**src/rtl/assert_macros.svh**
```systemverilog
// Assertion macros used by the relay bank controller.
`ifndef ASSERT_MACROS_SVH
`define ASSERT_MACROS_SVH

// Same-cycle implication, disabled while reset is asserted.
`define ASSERT_SAME(label, clk, rst_n, ante, cons) \
    label: assert property (@(posedge clk) disable iff (!(rst_n)) (ante) |-> (cons)) \
        else $error("assertion failed: same-cycle implication");

// Next-cycle implication, disabled while reset is asserted.
`define ASSERT_NEXT(label, clk, rst_n, ante, cons) \
    label: assert property (@(posedge clk) disable iff (!(rst_n)) (ante) |=> (cons)) \
        else $error("assertion failed: next-cycle implication");

`endif

```
**src/rtl/grip_pkg.sv**
```systemverilog
// Shared constants, types and helpers of the relay bank driver.
package grip_pkg;

    // Bank geometry
    localparam int NUM_RELAYS = 8;
    localparam int GROUP_BITS = 3;
    localparam int IDX_W      = (NUM_RELAYS > 1) ? $clog2(NUM_RELAYS) : 1;

    // Field and register widths
    localparam int MAP_W      = 24;
    localparam int GMAP_W     = NUM_RELAYS * GROUP_BITS;
    localparam int EL_W       = 16;
    localparam int KIND_W     = 3;
    localparam int RELAY_W    = 8;
    localparam int STATES_W   = 8;
    localparam int STATUS_W   = 2;
    localparam int CFG_IDX_W  = 2;
    localparam int CFG_DATA_W = 24;
    localparam int IN_TDATA_W = 8;
    localparam int IN_TUSER_W = 3;
    localparam int OUT_TDATA_W = 16;

    localparam logic [EL_W-1:0] PULSE_WIDTH_RST = 16'd1000;

    // Command kinds
    localparam logic [KIND_W-1:0] K_ON     = 3'd0;
    localparam logic [KIND_W-1:0] K_OFF    = 3'd1;
    localparam logic [KIND_W-1:0] K_TOGGLE = 3'd2;
    localparam logic [KIND_W-1:0] K_PULSE  = 3'd3;
    localparam logic [KIND_W-1:0] K_TICK   = 3'd4;

    // Result status codes
    localparam logic [STATUS_W-1:0] ST_DONE    = 2'd0;
    localparam logic [STATUS_W-1:0] ST_BAD_IDX = 2'd1;
    localparam logic [STATUS_W-1:0] ST_GROUP   = 2'd2;
    localparam logic [STATUS_W-1:0] ST_PULSING = 2'd3;

    // Configuration register indexes
    localparam logic [CFG_IDX_W-1:0] CFG_GROUP_MAP = 2'd0;
    localparam logic [CFG_IDX_W-1:0] CFG_GROUPS_EN = 2'd1;
    localparam logic [CFG_IDX_W-1:0] CFG_PULSE_W   = 2'd2;

    // Controller to datapath commands
    typedef struct packed {
        logic load;   // capture the incoming word
        logic exec;   // apply the held item and load the result register
    } t_cmd;

    typedef logic [NUM_RELAYS-1:0] t_relay_vec;

    // Group number of relay i; map bits above the register read as zero
    function automatic logic [GROUP_BITS-1:0] group_of(input logic [MAP_W-1:0] map,
                                                       input int i);
        logic [GMAP_W+MAP_W-1:0] ext;
        ext = {{GMAP_W{1'b0}}, map};
        return ext[i*GROUP_BITS +: GROUP_BITS];
    endfunction

endpackage

```
**src/rtl/grip_ctrl.sv**
```systemverilog
// Handshake controller of the relay bank driver.
`include "assert_macros.svh"

module grip_ctrl (
    input  logic            i_clk,
    input  logic            i_rst_n,
    input  logic            i_s_tvalid,
    output logic            o_s_tready,
    output logic            o_m_tvalid,
    input  logic            i_m_tready,
    output grip_pkg::t_cmd  o_cmd
);
    import grip_pkg::*;

    typedef enum logic {
        S_IDLE,
        S_EXEC
    } t_state;

    t_state r_state, n_state;
    logic   r_out_valid, n_out_valid;

    // Commands: take a word when idle, execute once the result slot is free
    assign o_s_tready = (r_state == S_IDLE);
    assign o_cmd.load = i_s_tvalid && (r_state == S_IDLE);
    assign o_cmd.exec = (r_state == S_EXEC) && (!r_out_valid || i_m_tready);
    assign o_m_tvalid = r_out_valid;

    // Next state and result-valid flag
    always_comb begin
        n_state     = r_state;
        n_out_valid = r_out_valid;
        if (r_out_valid && i_m_tready) begin
            n_out_valid = 1'b0;
        end
        unique case (r_state)
            S_IDLE: begin
                if (o_cmd.load) begin
                    n_state = S_EXEC;
                end
            end
            S_EXEC: begin
                if (o_cmd.exec) begin
                    n_state     = S_IDLE;
                    n_out_valid = 1'b1;
                end
            end
            default: begin
                n_state = S_IDLE;
            end
        endcase
    end

    always_ff @(posedge i_clk) begin
        if (!i_rst_n) begin
            r_state     <= S_IDLE;
            r_out_valid <= 1'b0;
        end else begin
            r_state     <= n_state;
            r_out_valid <= n_out_valid;
        end
    end

    `ASSERT_NEXT(a_load_to_exec, i_clk, i_rst_n, o_cmd.load, r_state == S_EXEC)
    `ASSERT_NEXT(a_exec_gives_result, i_clk, i_rst_n, o_cmd.exec, o_m_tvalid)
    `ASSERT_NEXT(a_wait_holds, i_clk, i_rst_n, (r_state == S_EXEC) && !o_cmd.exec,
                 (r_state == S_EXEC) && o_m_tvalid)
    `ASSERT_SAME(a_no_take_while_busy, i_clk, i_rst_n, r_state == S_EXEC, !o_s_tready)

endmodule

```
**src/rtl/grip_dp.sv**
```systemverilog
// Datapath of the relay bank driver: configuration, relay state and result register.
module grip_dp (
    input  logic                                 i_clk,
    input  logic                                 i_rst_n,
    input  grip_pkg::t_cmd                       i_cmd,
    input  logic [grip_pkg::KIND_W-1:0]          i_kind,
    input  logic [grip_pkg::RELAY_W-1:0]         i_relay,
    input  logic                                 i_cfg_valid,
    output logic                                 o_cfg_ready,
    input  logic [grip_pkg::CFG_IDX_W-1:0]       i_cfg_index,
    input  logic [grip_pkg::CFG_DATA_W-1:0]      i_cfg_data,
    output logic [grip_pkg::STATES_W-1:0]        o_relay_states,
    output logic [grip_pkg::STATUS_W-1:0]        o_status
);
    import grip_pkg::*;

    // Configuration registers
    logic [MAP_W-1:0] r_group_map;
    logic             r_groups_en;
    logic [EL_W-1:0]  r_pulse_w;

    // Held item
    logic [KIND_W-1:0]  r_kind;
    logic [RELAY_W-1:0] r_relay;

    // Relay state
    t_relay_vec      r_on, n_on;
    t_relay_vec      r_pul, n_pul;
    logic [EL_W-1:0] r_el [NUM_RELAYS];
    logic [EL_W-1:0] n_el [NUM_RELAYS];

    // Result register
    logic [STATES_W-1:0] r_out_states;
    logic [STATUS_W-1:0] r_out_status;

    logic [STATUS_W-1:0]     n_status;
    logic [IDX_W-1:0]        idx;
    logic                    idx_bad;
    logic                    busy;
    t_relay_vec              same_group;
    logic [EL_W-1:0]         inc [NUM_RELAYS];
    logic [NUM_RELAYS+STATES_W-1:0] states_ext;

    assign o_cfg_ready = 1'b1;

    always_ff @(posedge i_clk) begin
        if (!i_rst_n) begin
            r_group_map <= '0;
            r_groups_en <= 1'b0;
            r_pulse_w   <= PULSE_WIDTH_RST;
        end else if (i_cfg_valid) begin
            case (i_cfg_index)
                CFG_GROUP_MAP: r_group_map <= i_cfg_data[MAP_W-1:0];
                CFG_GROUPS_EN: r_groups_en <= i_cfg_data[0];
                CFG_PULSE_W:   r_pulse_w   <= i_cfg_data[EL_W-1:0];
                default: ;
            endcase
        end
    end

    // Capture the accepted word
    always_ff @(posedge i_clk) begin
        if (i_cmd.load) begin
            r_kind  <= i_kind;
            r_relay <= i_relay;
        end
    end

    // Interlock check: any on relay sharing the addressed relay's group
    assign idx     = r_relay[IDX_W-1:0];
    assign idx_bad = (r_relay >= RELAY_W'(NUM_RELAYS));

    always_comb begin
        for (int i = 0; i < NUM_RELAYS; i++) begin
            same_group[i] = (group_of(r_group_map, i) == group_of(r_group_map, int'(idx)));
        end
    end

    assign busy = r_groups_en && |(r_on & same_group);

    // Saturating tick counts
    always_comb begin
        for (int i = 0; i < NUM_RELAYS; i++) begin
            inc[i] = (r_el[i] == '1) ? r_el[i] : r_el[i] + EL_W'(1);
        end
    end

    // Apply one item
    always_comb begin
        n_on     = r_on;
        n_pul    = r_pul;
        n_el     = r_el;
        n_status = ST_DONE;
        case (r_kind) inside
            K_TICK: begin
                for (int i = 0; i < NUM_RELAYS; i++) begin
                    if (r_pul[i]) begin
                        n_el[i] = inc[i];
                        if (inc[i] >= r_pulse_w) begin
                            n_on[i]  = 1'b0;
                            n_pul[i] = 1'b0;
                        end
                    end
                end
            end
            K_ON, K_OFF, K_TOGGLE, K_PULSE: begin
                if (idx_bad) begin
                    n_status = ST_BAD_IDX;
                end else begin
                    case (r_kind)
                        K_ON: begin
                            if (busy) n_status = ST_GROUP;
                            else      n_on[idx] = 1'b1;
                        end
                        K_OFF: begin
                            n_on[idx] = 1'b0;
                        end
                        K_TOGGLE: begin
                            if (r_on[idx]) n_on[idx] = 1'b0;
                            else if (busy) n_status  = ST_GROUP;
                            else           n_on[idx] = 1'b1;
                        end
                        default: begin
                            // pulse: marked even when the interlock refuses
                            if (r_pul[idx]) begin
                                n_status = ST_PULSING;
                            end else begin
                                n_pul[idx] = 1'b1;
                                n_el[idx]  = '0;
                                if (busy) n_status  = ST_GROUP;
                                else      n_on[idx] = 1'b1;
                            end
                        end
                    endcase
                end
            end
            default: ;
        endcase
    end

    always_ff @(posedge i_clk) begin
        if (!i_rst_n) begin
            r_on  <= '0;
            r_pul <= '0;
            for (int i = 0; i < NUM_RELAYS; i++) begin
                r_el[i] <= '0;
            end
        end else if (i_cmd.exec) begin
            r_on  <= n_on;
            r_pul <= n_pul;
            r_el  <= n_el;
        end
    end

    // Result word
    assign states_ext = {{STATES_W{1'b0}}, n_on};

    always_ff @(posedge i_clk) begin
        if (i_cmd.exec) begin
            r_out_states <= states_ext[STATES_W-1:0];
            r_out_status <= n_status;
        end
    end

    assign o_relay_states = r_out_states;
    assign o_status       = r_out_status;

endmodule

```
**src/rtl/grouped_relay_interlock_pulser.sv**
```systemverilog
// Top level of the relay bank driver with interlock groups and timed pulses.
//
// Input stream (s_axis): tuser carries the command kind (switch on, off,
// toggle, pulse, tick), tdata the relay index. Each word gives exactly one
// result word on the output stream (m_axis): relay on bitmap and status.
// Configuration port: index 0 group map, 1 group enable, 2 pulse width;
// always ready, write only while no command is in flight.
//
// Timing: an accepted word is held in the capture register and applied in the
// execute step, where its result is loaded into the output register. The
// controller sequences capture then execute, so the block takes no new word
// until the held word has been executed; the result is valid from that execute edge on.
// A new word may be accepted while the previous result still waits.
// When the receiver stalls, the held result stays put and the next word
// waits in the capture register until the result slot frees.
// Reset (synchronous, active low): all relays off, no pulses, counts zero,
// group map zero, groups disabled, pulse width 1000 ticks.
module grouped_relay_interlock_pulser (
    input  logic                                  i_clk,
    input  logic                                  i_rst_n,
    // s_axis_tdata: [7:0] relay
    input  logic [grip_pkg::IN_TDATA_W-1:0]       i_s_tdata,
    // s_axis_tuser: [2:0] kind
    input  logic [grip_pkg::IN_TUSER_W-1:0]       i_s_tuser,
    input  logic                                  i_s_tvalid,
    output logic                                  o_s_tready,
    // m_axis_tdata: [7:0] relay_states, [9:8] status, [15:10] zero
    output logic [grip_pkg::OUT_TDATA_W-1:0]      o_m_tdata,
    output logic                                  o_m_tvalid,
    input  logic                                  i_m_tready,
    input  logic                                  i_cfg_valid,
    output logic                                  o_cfg_ready,
    input  logic [grip_pkg::CFG_IDX_W-1:0]        i_cfg_index,
    input  logic [grip_pkg::CFG_DATA_W-1:0]       i_cfg_data
);
    import grip_pkg::*;

    t_cmd                cmd;
    logic [STATES_W-1:0] relay_states;
    logic [STATUS_W-1:0] status;

    grip_ctrl u_ctrl (
        .i_clk      (i_clk),
        .i_rst_n    (i_rst_n),
        .i_s_tvalid (i_s_tvalid),
        .o_s_tready (o_s_tready),
        .o_m_tvalid (o_m_tvalid),
        .i_m_tready (i_m_tready),
        .o_cmd      (cmd)
    );

    grip_dp u_dp (
        .i_clk          (i_clk),
        .i_rst_n        (i_rst_n),
        .i_cmd          (cmd),
        .i_kind         (i_s_tuser[KIND_W-1:0]),
        .i_relay        (i_s_tdata[RELAY_W-1:0]),
        .i_cfg_valid    (i_cfg_valid),
        .o_cfg_ready    (o_cfg_ready),
        .i_cfg_index    (i_cfg_index),
        .i_cfg_data     (i_cfg_data),
        .o_relay_states (relay_states),
        .o_status       (status)
    );

    // Pack the result word
    assign o_m_tdata = {{(OUT_TDATA_W-STATES_W-STATUS_W){1'b0}}, status, relay_states};

endmodule

```
**config.mk**
```make
export PLATFORM = sky130hd
export DESIGN_NAME = grouped_relay_interlock_pulser
export DESIGN_NICKNAME = d
export VERILOG_FILES = /design/src/rtl/grip_pkg.sv /design/src/rtl/grip_ctrl.sv /design/src/rtl/grip_dp.sv /design/src/rtl/grouped_relay_interlock_pulser.sv
export VERILOG_INCLUDE_DIRS = /design/src /design/src/rtl
export SDC_FILE = /design/constraint.sdc
export NUM_CORES = 1
export LEC_CHECK = 0
export ABC_CLOCK_PERIOD_IN_PS = 6200
export BUFFER_PORTS_ARGS = -buffer_cell sky130_fd_sc_hd__buf_2
export CORE_MARGIN = 2
export CORE_UTILIZATION = 30
export DETAILED_ROUTE_END_ITERATION = 8
export PLACE_DENSITY = 0.53
export RECOVER_POWER = 50
export SYNTH_ARGS = -nofsm -noshare
export SYNTH_HDL_FRONTEND = slang
export SYNTH_HIERARCHICAL = 1
export SYNTH_SLANG_ARGS = --single-unit
```
**constraint.sdc**
```tcl
create_clock -name i_clk -period 6.2 [get_ports i_clk]
set_input_delay 0.62 -clock i_clk [delete_from_list [all_inputs] [get_ports i_clk]]
set_output_delay 0.62 -clock i_clk [all_outputs]
set_load 0.01 [all_outputs]
```
==> flow_metrics.py, run 1 <==
metrics = {
    "logic_synthesis": {
        "ys.flop_type": "dfxtp_1",
        "avgSynthCellArea_um2": 8.082,
        "synth-async-reset-ratio": 0,
        "yosys.cell_types.count": 90,
        "seq_area_frac_synth": 0.3034,
        "yosysTopAreaCellShare": 0.2596,
        "netlist_area_um2": 14420,
        "synth_cells": 1784,
        "yosys-top-cells-count": "nand2_1, nor2_1, dfxtp_1",
        "yosysMostFrequentCell": "nand2_1",
        "ys_ff_latch": 208,
        "synth_area_leaders": "dfxtp_1, ha_1, nand2_1, nor2_1, xnor2_1",
        "synth_edf_count": 21,
        "yosys_warnings": 6,
        "yosysTopAreaCell": "dfxtp_1",
    },
    "timing": {
        "period_share": 0.8115,
        "slew_headroom": -0.4017,
        "max_clock_freq_mhz": 198.7,
        "fin_tns_setup_ns": 0,
        "setup_ws_ns": 1.169,
        "final_max_slew_viol_count": 75,
        "worst_pin_slew_ns": 2.103,
        "rsz0062_at_grt": "no",
        "setup-violations-final": 0,
        "fin_skew_ns": 0.02705,
        "hold_viol": 0,
        "period_needed_ns": 5.031,
    },
    "floorplan": {
        "die_h_um": 223.2,
        "initial_core_util": 0.3033,
        "fp-row-count": 80,
        "core_um2": 47550,
        "die_w_um": 223.2,
        "pin_count": 61,
        "die_area_um2": 49830,
    },
    "job": {
        "drv_cap": 2,
    },
    "power_and_ir_drop": {
        "cellPowerDensity_nw_per_um2": 205.9,
        "p_leak_nw": 6.467,
        "vdd_drop_max_uv": 180.8,
    },
    "setup_path": {
        "required_ns": 6.65,
        "slowest_delay_ns": 0.97,
        "cp-start-kind": "flip-flop",
        "rr_startpoint": "u_ctrl/o_m_tvalid$_SDFF_PN0_",
        "cp_cell_sequence": "nand2b_2 -> and2_0 -> clkbuf_1 -> clkinv_1 -> nor2_1 -> clkbuf_1 -> o21ai_0 -> nor2_1 -> nand2_1 -> xnor2_1 -> nor2_1",
        "worstSetupPathType": "flip-flop to flip-flop",
        "cp_top_family": "buffers and inverters",
        "slowest_stage": "clkbuf_1",
        "crit_top_cell": "nor2_1",
        "worst-path-buf-inv": 3,
        "worst-r2r-cell-count": 11,
        "regToRegSetupSlack_ns": 1.17,
        "worstPathArrival_ns": 5.48,
        "cp_max_fo": 22,
        "setup.worst_path.end_class": "flip-flop",
        "r2r_end": "u_dp/r_el[57]$_SDFFE_PN0P_",
    },
    "run_status": {
        "violations": "capacitance limit, slew limit",
        "status": "finished with violations",
    },
    "clocking": {
        "ctsLongestPathBuffers": 3,
        "cts-root-buf": "clkbuf_16",
        "clock_sinks": 208,
        "clk_pin_slew_worst_paths_ns": 0.06,
        "htree_levels": 1,
        "cts_setup_buffers": 0,
        "clock_latency_ns": 0.57,
        "cts_buffers": 26,
        "cts_tree": "built",
        "holdBufCountCts": 0,
        "postCtsResizedCells": 0,
    },
    "placed_design": {
        "portBuffers": 53,
        "dpl-instance-area_um2": 15220,
        "place.gp.congestion": 0.8572,
        "dp_cells": 2390,
        "place_ws_ns": 1.954,
        "place_hpwl_um": 30070,
    },
    "final_layout": {
        "diodes": 0,
        "syn_to_final_growth_pct": 11.76,
        "layout-drive-gt1-share": 0.07574,
        "fin_area_um2": 16110,
        "num-nets-final": 1981,
        "layoutNonFillerInstCount": 2437,
    },
    "detailed_routing": {
        "num_vias": 13010,
        "routed.top_layer": "met4",
        "wl_met1_um": 20370,
        "drt-total-wl_um": 42780,
        "met3_wirelength_um": 1938,
        "wl_per_cell_um": 17.55,
        "drt_iter0_drc": 874,
        "via_per_inst": 5.339,
        "firstDrtPassIters": 5,
        "met2_wirelength_um": 19280,
        "postRouteAntennaNets": 0,
        "drc_errors": 0,
    },
    "min_path": {
        "hold_path.class": "input pin to flip-flop",
        "holdPathStages": 1,
        "holdCritStartpoint": "i_s_tdata[2]",
        "hold_end": "u_dp/r_relay[2]$_DFFE_PP_",
    },
    "global_route": {
        "grt_max_degree": 43,
        "grt_pass1_wl_um": 67540,
        "antenna_found_initial": 0,
        "grt_use_total": 0.1690,
        "grt_pass1_vias": 12200,
        "overflow": 0,
    },
}
## where the power goes
group | switching, mW | internal [mW] | leakage [nW] | total (mW)
Sequential | 0.0290 | 1.38 | 1.71 | 1.41
Clock | 0.627 | 1.03 | 0.461 | 1.66
Combinational | 0.168 | 0.0819 | 4.29 | 0.250
## cells by family after synthesis
group / count (synthesis) / synth area share
AO/OA/AOI/OAI: 420 / 0.1918
XOR/XNOR: 148 / 0.08990
adder cells (fa/ha/maj): 136 / 0.1180
buffers and inverters: 127 / 0.03757
flip-flops: 208 / 0.3034
multiplexers: 36 / 0.02794
other: 2 / 0.0005208
AND/OR/NAND/NOR: 707 / 0.2309
## per-layer routing
metal	vias to the layer above	GRT usage
li1	6438	-
met1	6181	0.2315
met2	321	0.2749
met3	70	0.02331
met4	0	0.05261
met5	-	0
## layout make-up
cell class	instances	area, µm²
inverter	45	168.9
clock inverter	7	121.4
multi-input combinational	1454	9519
sequential	208	4374
timing repair buffer	68	344.1
fill	4988	31430
tap	615	769.5
clock buffer	40	817.0
## worst max path at each step
stage,from,endpoint,slack [ns],cells after the start
2_1_floorplan,u_dp/r_el[51]$_SDFFE_PN0P_,u_dp/o_relay_states[4]$_DFFE_PP_,2.47,18
3_3_place_gp,u_dp/r_el[64]$_SDFFE_PN0P_,u_dp/r_on[3]$_SDFFE_PN0P_,2.09,15
3_5_place_dp,u_dp/r_el[64]$_SDFFE_PN0P_,u_dp/r_on[3]$_SDFFE_PN0P_,1.95,15
4_1_cts,u_dp/r_el[64]$_SDFFE_PN0P_,u_dp/r_on[3]$_SDFFE_PN0P_,1.93,16
5_1_grt,u_ctrl/o_m_tvalid$_SDFF_PN0_,u_dp/r_el[57]$_SDFFE_PN0P_,0.88,11
6_report,u_ctrl/o_m_tvalid$_SDFF_PN0_,u_dp/r_el[57]$_SDFFE_PN0P_,1.17,11
## per-stage QoR
| step | hold WS (ns) | power, mW | utilization |
|---|---|---|---|
| 6_report | 0.2575 | 3.318 | 0.3389 |
| 5_1_grt | 0.2450 | 3.439 | 0.3389 |
| 4_1_cts | 0.2421 | 3.369 | 0.3399 |
| 3_3_place_gp | 0.4450 | 1.686 | 0.3202 |
| 3_5_place_dp | 0.4467 | 1.691 | 0.3202 |
| 2_1_floorplan | 0.4363 | 1.596 | - |
## cells in the final DEF, fill, tap and decap left out, types with 13 or more instances in the layout
cell type  instances
buf_2             38
nand2b_1          27
nand4_1           42
a22oi_1           14
nor2_1           201
nand3_1           85
xor2_1            62
ha_1             136
mux2i_1           20
xnor2_1           86
or3_1             14
a31oi_1           17
o21a_1            21
edfxtp_1          21
nor3_1            34
a21oi_1          142
nand2_1          212
mux2_2            13
and3_1            32
clkbuf_1          25
a21o_1            42
o21ai_0           76
dfxtp_1          187
clkbuf_16         29
inv_1             44
## sequential cells by signal, indices dropped and copies added (netlist names)
| name | flops |
|---|---|
| u_dp/r_on | 8 |
| u_dp/r_el | 128 |
| u_dp/r_relay | 8 |
| u_dp/r_group_map | 24 |
| u_ctrl/r_state | 1 |
| u_ctrl/o_m_tvalid | 1 |
| u_dp/r_groups_en | 1 |
| u_dp/r_pul | 8 |
| u_dp/r_pulse_w | 16 |
| u_dp/o_relay_states | 8 |
| u_dp/r_kind | 3 |
| u_dp/o_status | 2 |
Power figures use the tool's default switching activity.
==> inputs of run 2 (changes only) <==
- ABC_AREA: default -> 1
- ABC_CLOCK_PERIOD_IN_PS: 6200 -> 5000
- clock period: 6.2 -> 5 ns (I/O delays scaled with it)
==> run 2 against run 1 <==
- the flow still finishes with violations (capacitance limit, slew limit)
- critical path depth rose by 1
- first-iteration DRC count rose by 15%
- combinational power rose by 56%
- power rose by 28%
- maximum frequency rose by 24%
- global-route usage rose by 0.32 points
- critical path type unchanged
- sequential share of layout area fell by 0.39 points
- largest cell class unchanged
- count of clock-buffer cells in the layout fell by 4
- cell count rose by 16%
- wire length rose by 1.4%
- synthesized area rose by 1.2%
- die area rose by 1.2%
==> flow_metrics.py, run 2 <==
metrics = {
    "power_and_ir_drop": {
        "p_leak_nw": 6.710,
        "power_mw": 4.248,
        "cellPowerDensity_nw_per_um2": 259.9,
        "vdd_drop_max_uv": 208.9,
    },
    "final_layout": {
        "diodes": 0,
        "layout-drive-gt1-share": 0.05800,
        "mostFrequentLayoutCell": "nand2_1",
        "layoutNonFillerInstCount": 2839,
        "num-nets-final": 2382,
        "fin_util": 0.3417,
        "regMostFlops": "u_dp/r_el",
        "syn_to_final_growth_pct": 11.99,
        "layout_common_cells": "nand2_1, inv_1, a21oi_1",
        "largest_reg_flops": 128,
        "fill_cells": 5139,
        "top_regs": "u_dp/r_el (128), u_dp/r_group_map (24), u_dp/r_pulse_w (16)",
        "fin_area_um2": 16350,
    },
    "timing": {
        "worst_pin_slew_ns": 1.814,
        "hold_viol": 0,
        "period_needed_ns": 4.061,
        "setup_ws_ns": 0.9393,
        "max_clock_freq_mhz": 246.3,
        "fin_tns_setup_ns": 0,
        "rsz0062_at_grt": "no",
        "fin_skew_ns": 0.02153,
        "slew_headroom": -0.2091,
        "timing.hold.ws_ns": 0.1237,
        "period_share": 0.8121,
        "setup-violations-final": 0,
        "final_max_slew_viol_count": 50,
    },
    "global_route": {
        "grt_pass1_wl_um": 70610,
        "grt_use_total": 0.1722,
        "grt_pass1_vias": 13540,
        "grt_max_degree": 50,
        "overflow": 0,
        "antenna_found_initial": 1,
    },
    "clocking": {
        "cts-root-buf": "clkbuf_16",
        "holdBufCountCts": 0,
        "clock_sinks": 208,
        "cts_setup_buffers": 0,
        "cts_buffers": 26,
        "htree_levels": 1,
        "cts_tree": "built",
        "clock_latency_ns": 0.55,
        "postCtsResizedCells": 0,
        "ctsLongestPathBuffers": 3,
        "clk_pin_slew_worst_paths_ns": 0.06,
    },
    "logic_synthesis": {
        "yosys-top-cells-count": "nand2_1, a21oi_1, inv_1",
        "yosys.cell_types.count": 54,
        "synth_edf_count": 21,
        "ys_ff_latch": 208,
        "ys.flop_type": "dfxtp_1",
        "yosysMostFrequentCell": "nand2_1",
        "yosysTopAreaCellShare": 0.2565,
        "synth_area_leaders": "dfxtp_1, nand2_1, ha_1, a21oi_1, inv_1",
        "avgSynthCellArea_um2": 6.733,
        "netlist_area_um2": 14600,
        "synth_cells": 2168,
        "yosys_warnings": 6,
        "yosysTopAreaCell": "dfxtp_1",
        "synth-async-reset-ratio": 0,
        "seq_area_frac_synth": 0.2997,
    },
    "setup_path": {
        "slowest_stage": "clkbuf_1",
        "regToRegSetupSlack_ns": 0.94,
        "cp_cell_sequence": "inv_1 -> a21oi_1 -> clkbuf_1 -> inv_1 -> nor2_1 -> inv_1 -> nor2_2 -> nand2_2 -> a21oi_1 -> nand2_1 -> a21oi_1 -> nor2_1",
        "setup.worst_path.end_class": "flip-flop",
        "worstPathArrival_ns": 4.50,
        "slowest_delay_ns": 0.87,
        "critPathCapture": "u_dp/r_el[28]$_SDFFE_PN0P_",
        "rr_startpoint": "u_ctrl/r_state$_SDFF_PN0_",
        "r2r_end": "u_dp/r_el[28]$_SDFFE_PN0P_",
        "required_ns": 5.44,
        "worst-r2r-cell-count": 12,
        "cp-start-kind": "flip-flop",
        "worstSetupPathType": "flip-flop to flip-flop",
        "startpoint": "u_ctrl/r_state$_SDFF_PN0_",
        "cp_max_fo": 20,
    },
    "placed_design": {
        "place_ws_ns": 1.432,
        "place.gp.congestion": 0.8816,
        "dp_cells": 2791,
        "portBuffers": 53,
        "place_hpwl_um": 31640,
        "dpl-instance-area_um2": 15430,
    },
    "detailed_routing": {
        "met2_wirelength_um": 19590,
        "wl_met1_um": 20980,
        "met3_wirelength_um": 1702,
        "drc_errors": 0,
        "postRouteAntennaNets": 0,
        "drt-total-wl_um": 43380,
        "via_per_inst": 4.992,
        "firstDrtPassIters": 5,
        "drt_iter0_drc": 1004,
        "num_vias": 14170,
        "routed.top_layer": "met4",
        "wl_per_cell_um": 15.28,
    },
    "min_path": {
        "hold_path.class": "input pin to flip-flop",
    },
    "run_status": {
        "violations": "capacitance limit, slew limit",
        "status": "finished with violations",
    },
    "floorplan": {
        "die_h_um": 224.6,
        "die_w_um": 224.6,
        "initial_core_util": 0.3051,
        "core_um2": 47850,
        "fp-row-count": 80,
        "die_area_um2": 50440,
        "pin_count": 61,
    },
    "job": {
        "drv_cap": 1,
    },
}
-- run 2: worst max-delay path, delay by kind of cell, from the launching register on --
kind / cells / cell delay, ns
buf+inv: 4 / 1.54
compound gates: 3 / 0.93
flops: 1 / 0.34
simple gates: 5 / 1.13
-- run 2: cell type report --
| type | instances | area, µm² | area share |
|---|---|---|---|
| Clock buffer | 36 | 800.8 | 0.04899 |
| Clock inverter | 12 | 168.9 | 0.01033 |
| Inverter | 265 | 999.7 | 0.06116 |
| Multi-Input combinational cell | 1637 | 8909 | 0.5450 |
| Sequential cell | 208 | 4374 | 0.2676 |
| Tap cell | 615 | 769.5 | 0.04707 |
| Timing Repair Buffer | 66 | 325.3 | 0.01990 |
-- run 2: cells by family (layout without fill, tap and decap cells) --
kind of cell / count (synthesis) / count (layout) / synth area share
buf+inv: 328 / 379 / 0.09069
simple gates: 963 / 963 / 0.2757
mux: 1 / 1 / 0.0006858
fa+ha+maj: 136 / 136 / 0.1166
compound gates: 465 / 465 / 0.1772
other cells: 2 / 7 / 0.0005145
xor+xnor: 65 / 65 / 0.03900
flops: 208 / 208 / 0.2997
-- run 2: layer usage --
metal  vias to the layer above  global-route usage
li1                       7264                   -
met1                      6562              0.2336
met2                       286              0.2897
met3                        59             0.01999
met4                         0             0.04529
met5                         -                   0
-- run 2: worst min-delay path by stage --
| stage | depth (start not counted) | from | endpoint |
|---|---|---|---|
| final | 1 | i_s_tdata[2] | u_dp/r_relay[2]$_DFFE_PP_ |
| after global routing | 1 | i_s_tdata[2] | u_dp/r_relay[2]$_DFFE_PP_ |
| after CTS | 1 | i_s_tdata[0] | u_dp/r_relay[0]$_DFFE_PP_ |
| after detailed placement | 2 | u_dp/r_el[31]$_SDFFE_PN0P_ | u_dp/r_el[31]$_SDFFE_PN0P_ |
| after global placement | 2 | u_dp/r_el[46]$_SDFFE_PN0P_ | u_dp/r_el[46]$_SDFFE_PN0P_ |
| after floorplan | 2 | u_dp/r_el[31]$_SDFFE_PN0P_ | u_dp/r_el[31]$_SDFFE_PN0P_ |
-- run 2: power breakdown --
group,leakage (nW),switching [mW],internal (mW),total (mW)
Clock,0.483,0.776,1.32,2.10
Combinational,4.51,0.277,0.113,0.389
Sequential,1.71,0.0352,1.72,1.76
Total,6.71,1.09,3.16,4.25
